<file path="src/tseq_pkg.sv">
package tseq_pkg;

  localparam int TIME_W = 32;
  localparam int TYPE_W = 8;
  localparam int CNT_W  = 5;

  // operation codes of a request
  typedef enum logic {
    FUNC_INSERT = 1'b0,
    FUNC_POP    = 1'b1
  } func_t;

  // one stored entry as seen by the neighbors
  typedef struct packed {
    logic              valid;
    logic [TIME_W-1:0] event_time;
    logic [TYPE_W-1:0] event_type;
  } entry_t;

  // operation broadcast to every cell
  typedef struct packed {
    logic              en;
    func_t             func;
    logic [TIME_W-1:0] event_time;
    logic [TYPE_W-1:0] event_type;
  } cell_cmd_t;

endpackage

</file>
<file path="src/tseq_cell.sv">
module tseq_cell
  import tseq_pkg::*;
(
  input  logic      clk,
  input  logic      rst_n,
  input  cell_cmd_t cmd,
  input  logic      left_le,
  input  entry_t    left_ent,
  input  entry_t    right_ent,
  output logic      le,
  output entry_t    ent
);

  logic              valid_r, valid_nxt;
  logic [TIME_W-1:0] time_r, time_nxt;
  logic [TYPE_W-1:0] type_r, type_nxt;

  // held entry is at or before the new time: it stays where it is
  assign le  = valid_r && (time_r <= cmd.event_time);
  assign ent = '{valid: valid_r, event_time: time_r, event_type: type_r};

  // insert: keep, take the new entry, or take the left neighbor's
  // pop: take the right neighbor's entry
  always_comb begin
    valid_nxt = valid_r;
    time_nxt  = time_r;
    type_nxt  = type_r;
    if (cmd.en) begin
      if (cmd.func == FUNC_POP) begin
        valid_nxt = right_ent.valid;
        time_nxt  = right_ent.event_time;
        type_nxt  = right_ent.event_type;
      end else if (!le) begin
        if (left_le) begin
          valid_nxt = 1'b1;
          time_nxt  = cmd.event_time;
          type_nxt  = cmd.event_type;
        end else begin
          valid_nxt = left_ent.valid;
          time_nxt  = left_ent.event_time;
          type_nxt  = left_ent.event_type;
        end
      end
    end
  end

  always_ff @(posedge clk) begin
    if (!rst_n) begin
      valid_r <= 1'b0;
    end else begin
      valid_r <= valid_nxt;
    end
  end

  // payload needs no reset
  always_ff @(posedge clk) begin
    time_r <= time_nxt;
    type_r <= type_nxt;
  end

endmodule

</file>
<file path="src/time_sorted_event_queue_unit.sv">
// Sorted event queue, earliest time first. Entries live in a row of CAPACITY
// cells kept in ascending time order; cell 0 holds the earliest. Every cell
// compares its own time with the request in parallel, so an insert shifts the
// later entries one cell right and a pop shifts all entries one cell left at
// once. One request is taken per clock while the result register is free or
// being drained; each request gives one result in the cycle after it is taken.
// Equal times leave in arrival order. A pop of an empty queue returns
// pop_valid low with zero time and type; an insert into a full queue is
// dropped with insert_dropped high. entry_count is the count after the
// request, taken modulo 32.
module time_sorted_event_queue_unit
  import tseq_pkg::*;
#(
  parameter int CAPACITY = 16
) (
  input  logic              clk,
  input  logic              rst_n,
  input  logic              in_valid,
  output logic              in_stall,
  input  logic              in_func,
  input  logic [TIME_W-1:0] in_event_time,
  input  logic [TYPE_W-1:0] in_event_type,
  output logic              out_valid,
  input  logic              out_stall,
  output logic              out_pop_valid,
  output logic [TIME_W-1:0] out_popped_time,
  output logic [TYPE_W-1:0] out_popped_type,
  output logic              out_insert_dropped,
  output logic [CNT_W-1:0]  out_entry_count
);

  localparam int CW = $clog2(CAPACITY + 1);

  entry_t            ent [CAPACITY];
  logic [CAPACITY-1:0] le;
  logic [CAPACITY-1:0] valid_vec;
  cell_cmd_t         cmd;
  logic              accept, empty, full, is_pop;

  logic [CW-1:0]     count_r, count_nxt;
  logic              out_valid_r, out_valid_nxt;
  logic              pop_valid_r, pop_valid_nxt;
  logic [TIME_W-1:0] ptime_r, ptime_nxt;
  logic [TYPE_W-1:0] ptype_r, ptype_nxt;
  logic              dropped_r, dropped_nxt;
  logic [CW+CNT_W-1:0] count_ext;

  // request handshake: the result register frees as it drains
  assign in_stall = out_valid_r && out_stall;
  assign accept   = in_valid && !in_stall;
  assign is_pop   = (func_t'(in_func) == FUNC_POP);
  assign empty    = !ent[0].valid;
  assign full     = ent[CAPACITY-1].valid;

  // broadcast; state changes only for a pop with data or an insert with room
  always_comb begin
    cmd.en         = accept && (is_pop ? !empty : !full);
    cmd.func       = func_t'(in_func);
    cmd.event_time = in_event_time;
    cmd.event_type = in_event_type;
  end

  // row of cells
  for (genvar i = 0; i < CAPACITY; i++) begin : g_cell
    logic   left_le_w;
    entry_t left_w, right_w;
    if (i == 0) begin : g_first
      assign left_le_w = 1'b1;
      assign left_w    = '0;
    end else begin : g_mid
      assign left_le_w = le[i-1];
      assign left_w    = ent[i-1];
    end
    if (i == CAPACITY - 1) begin : g_last
      assign right_w = '0;
    end else begin : g_notlast
      assign right_w = ent[i+1];
    end
    tseq_cell u_cell (
      .clk       (clk),
      .rst_n     (rst_n),
      .cmd       (cmd),
      .left_le   (left_le_w),
      .left_ent  (left_w),
      .right_ent (right_w),
      .le        (le[i]),
      .ent       (ent[i])
    );
    assign valid_vec[i] = ent[i].valid;
  end

  // result of the request and the new count
  always_comb begin
    count_nxt     = count_r;
    out_valid_nxt = out_valid_r && out_stall;
    pop_valid_nxt = pop_valid_r;
    ptime_nxt     = ptime_r;
    ptype_nxt     = ptype_r;
    dropped_nxt   = dropped_r;
    if (accept) begin
      out_valid_nxt = 1'b1;
      pop_valid_nxt = 1'b0;
      ptime_nxt     = '0;
      ptype_nxt     = '0;
      dropped_nxt   = 1'b0;
      if (is_pop) begin
        if (!empty) begin
          pop_valid_nxt = 1'b1;
          ptime_nxt     = ent[0].event_time;
          ptype_nxt     = ent[0].event_type;
          count_nxt     = count_r - CW'(1);
        end
      end else if (full) begin
        dropped_nxt = 1'b1;
      end else begin
        count_nxt = count_r + CW'(1);
      end
    end
  end

  always_ff @(posedge clk) begin
    if (!rst_n) begin
      count_r     <= '0;
      out_valid_r <= 1'b0;
    end else begin
      count_r     <= count_nxt;
      out_valid_r <= out_valid_nxt;
    end
  end

  always_ff @(posedge clk) begin
    pop_valid_r <= pop_valid_nxt;
    ptime_r     <= ptime_nxt;
    ptype_r     <= ptype_nxt;
    dropped_r   <= dropped_nxt;
  end

  assign count_ext          = {{CNT_W{1'b0}}, count_r};
  assign out_valid          = out_valid_r;
  assign out_pop_valid      = pop_valid_r;
  assign out_popped_time    = ptime_r;
  assign out_popped_type    = ptype_r;
  assign out_insert_dropped = dropped_r;
  assign out_entry_count    = count_ext[CNT_W-1:0];

  // occupied cells always form a prefix of the row
  a_prefix: assert property (@(posedge clk) disable iff (!rst_n)
    $onehot({1'b0, valid_vec} + (CAPACITY + 1)'(1)))
    else $error("occupied cells not contiguous");

  // count tracks the occupied cells
  a_count: assert property (@(posedge clk) disable iff (!rst_n)
    $countones(valid_vec) == int'(count_r))
    else $error("count out of step with cells");

  // a dropped insert only comes from a full queue
  a_drop: assert property (@(posedge clk) disable iff (!rst_n)
    accept && !is_pop |=> (dropped_r == $past(full)))
    else $error("drop flag does not match fullness");

  // head of the row is never later than its successor
  a_order: assert property (@(posedge clk) disable iff (!rst_n)
    ent[1 % CAPACITY].valid |-> (ent[0].event_time <= ent[1 % CAPACITY].event_time))
    else $error("head entry out of order");

endmodule

</file>
<file path="config.mk">
export PLATFORM = sky130hd
export DESIGN_NAME = time_sorted_event_queue_unit
export DESIGN_NICKNAME = d
export VERILOG_FILES = /design/src/tseq_pkg.sv /design/src/tseq_cell.sv /design/src/time_sorted_event_queue_unit.sv
export SDC_FILE = /design/constraint.sdc
export NUM_CORES = 2
export LEC_CHECK = 0
export ABC_CLOCK_PERIOD_IN_PS = 13900
export BUFFER_PORTS_ARGS = -buffer_cell sky130_fd_sc_hd__buf_4
export CORE_ASPECT_RATIO = 0.6
export CORE_MARGIN = 2
export CORE_UTILIZATION = 35
export CTS_CLUSTER_DIAMETER = 200
export CTS_CLUSTER_SIZE = 12
export DETAILED_ROUTE_END_ITERATION = 8
export MAX_ROUTING_LAYER = met4
export SLEW_MARGIN = 20
export SYNTH_ARGS = -nofsm -noshare
export SYNTH_HDL_FRONTEND = slang
export SYNTH_SLANG_ARGS = --single-unit
</file>
<file path="constraint.sdc">
create_clock -name clk -period 13.9 [get_ports clk]
set_clock_uncertainty 0.15 [all_clocks]
set_input_delay 0.695 -clock clk [delete_from_list [all_inputs] [get_ports clk]]
set_output_delay 0.695 -clock clk [all_outputs]
set_load 0.01 [all_outputs]
</file>
==> flow_metrics.env <==
export IMPL_finalWeightedCongestion=0.988
export IMPL_drive_gt1_share_pct=7.58
export IMPL_cts_root_buf="clkbuf_16"
export IMPL_crit_type="in2reg"
export IMPL_syn_area_per_cell_sq_um=10.4
export IMPL_overflow=0
export IMPL_ys_flop_type="edfxtp_1"
export IMPL_ys_types=69
export IMPL_cp_end_kind="flop"
export IMPL_hold_path_class="in2reg"
export IMPL_grt_pass1_vias=36309
export IMPL_hold_ws_ps=99.2
export IMPL_die_y_um=283
export IMPL_postSynthRegisterBits=704
export IMPL_p_leak_nw=17.7
export IMPL_post_place_cells=5883
export IMPL_synth_top_cell_area_share_pct=45.1
export IMPL_layout_common_cells="edfxtp_1 (682), nand2_1 (536), ha_1 (483)"
export IMPL_grt_usage_pct=26.1
export IMPL_hpwl_mm=121
export IMPL_fin_area_sq_um=49600
export IMPL_clock_latency_ps=680
export IMPL_async_flop_share_pct=0
export IMPL_start_util_pct=35.3
export IMPL_grt_start_max_net_pins=163
export IMPL_finalSetupTns_ps=0
export IMPL_fin_crit_sh_pct=38.0
export IMPL_port_buffers=93
export IMPL_cpLargestDelayFamily="buffers and inverters"
export IMPL_htreeDepth=3
export IMPL_num_io_pins=94
export IMPL_status="completed"
export IMPL_syn_nets=4889
export IMPL_drcViolationCount=0
export IMPL_cp_common_cell="buf_4"
export IMPL_stdcell_count=5995
export IMPL_cts_setup_buffers=0
export IMPL_cp_max_fo=40
export IMPL_first_pass_iters=6
export IMPL_num_rows=102
export IMPL_cts_hold_buf=0
export IMPL_hold_viol_final=0
export IMPL_power_density_nw_per_um2=110
export IMPL_slew_headroom_pct=23.2
export IMPL_grt_pass1_wl_mm=253
export IMPL_crit_path_cell_trace="buf_4 -> inv_1 -> ha_1 -> nand4_1 -> nor4_1 -> nand3_1 -> o311a_1 -> a21oi_4 -> buf_4 -> a21oi_4 -> buf_4"
export IMPL_nets=4766
export IMPL_clk_transition_reported_paths_ps=60
export IMPL_arrival_ps=5430
export IMPL_wl_mm=175
export IMPL_synth_enable_flop_cells=682
export IMPL_ant_nets=0
export IMPL_die_w_um=469
export IMPL_maxCapViolCount=0
export IMPL_clock_fmax_mhz=189
export IMPL_via_count=38675
export IMPL_drtIter0Drc=5613
export IMPL_tightest_slew_ps=1150
export IMPL_setup_violations=0
export IMPL_die_area_sq_um=133000
export IMPL_routedWlPerCell_um=29.2
export IMPL_core_sq_um=129000
export IMPL_cp_num_buf_inv=4
export IMPL_multiInputGateArea_sq_um=22900
export IMPL_final_common_cell="edfxtp_1"
export IMPL_syn_area_sq_um=45500
export IMPL_cts_sinks=704
export IMPL_final_seq_area_sq_um=20900
export IMPL_fill_cells=12489
export IMPL_syn_to_final_growth_pct=9.18
export IMPL_cts_max_path_buffers=3
export IMPL_required_ps=14050
export IMPL_cts_tree="built"
export IMPL_critPathLaunchType="primary input"
export IMPL_viasPerCell=6.45
export IMPL_yosysTopAreaCell="edfxtp_1"
export IMPL_cts_resized=0
export IMPL_fin_crit_ps=5290
export IMPL_antenna_found_initial=7
export IMPL_cp_slowest_cell="a21oi_4"
export IMPL_rsz0062_at_grt="no"
export IMPL_synth_cells=4360
export IMPL_yosysSeqAreaShare_pct=46.0
export IMPL_cp_slowest_stage_delay_ps=710
export IMPL_placed_cell_area_sq_um=47700
export IMPL_yosysWarnings=0
export IMPL_vdd_drop_max_v=0.0000851
export IMPL_synth_top_cells_by_area="edfxtp_1 (45%), ha_1 (13%), a32oi_1 (6.8%)"
export IMPL_cts_inserted_buffers=68
export IMPL_slew_violations=0
## power by group
part	switching, mW	leakage [nW]	internal [mW]
clock network	0.882	0.922	0.929
logic	0.665	10.1	0.315
registers	0.146	6.63	2.51
total	1.69	17.7	3.76
## cell usage after synthesis, types with 40 or more instances
cell type / number
ha_1: 483
buf_4: 50
nand2b_1: 67
and3_1: 54
a21oi_1: 344
a221o_1: 40
nand2_1: 536
nand4_1: 108
nand3_1: 42
o21ai_0: 471
inv_1: 79
nor2_1: 166
clkbuf_1: 281
mux2i_1: 151
a32oi_1: 352
edfxtp_1: 682
## state kept, by name, summed over array words and instances (netlist names)
signal,count
g_cell.u_cell.time_r,512
g_cell.u_cell.type_r,128
g_cell.u_cell.valid_r,16
out_entry_count,5
out_insert_dropped,1
out_pop_valid,1
out_popped_time,32
out_popped_type,8
out_valid,1
## cells by family (layout without fill, tap and decap cells)
group                    Yosys count  count (layout)  share of synthesized area [%]
adder cells (fa/ha/maj)          484             484                           13.3
other                              0               3                              0
AO/OA/AOI/OAI                   1444            1444                           21.1
XOR/XNOR                           4               4                         0.0771
AND/OR/NAND/NOR                 1110            1110                           11.5
multiplexers                     160             160                           3.55
flip-flops                       704             704                           46.0
buffers and inverters            454             370                           4.41
## per-layer routing
layer	wire length, um	track usage [%]
met3	26300	9.10
met5	0	-
met4	4580	6.58
met1	77600	38.5
met2	66300	33.2
## path summary, 6_finish.rpt
kind | startpoint | to | slack, ps | depth (start not counted)
worst max-delay path | in_event_time[20] | g_cell[3].u_cell.type_r[0] | 8610 | 11
worst min register to register | out_entry_count[2] | out_entry_count[2] | 360 | 2
worst min-delay path | in_valid | out_valid | 100 | 2
worst max register to register | g_cell[0].u_cell.time_r[31] | g_cell[0].u_cell.type_r[3] | 9160 | 9
## cell type report
type | instances | area share [%]
multi-input combinational | 3202 | 46.2
sequential | 704 | 42.2
tap | 1716 | 4.33
clock buffer | 102 | 3.69
timing repair buffer | 182 | 2.82
inverter | 79 | 0.613
clock inverter | 7 | 0.182
antenna | 3 | 0.0151
## worst reg2reg max path, cell delays in order, from the launching register on
cell,delay (ps)
edfxtp_1,620
ha_1,430
nand4_1,180
nor4_1,840
nor2b_1,220
o31a_1,230
a21oi_2,50
buf_4,330
a21oi_4,760
buf_4,530
## metrics by stage
step	utilization (%)	setup slack, ps	power [mW]
final	38.5	8610	5.45
after global routing	38.5	8610	5.63
after CTS	38.5	8810	5.42
after detailed placement	37.0	8130	3.64
after global placement	37.0	8220	3.61
after floorplan	-	7320	3.25
Power figures use the tool's default switching activity.
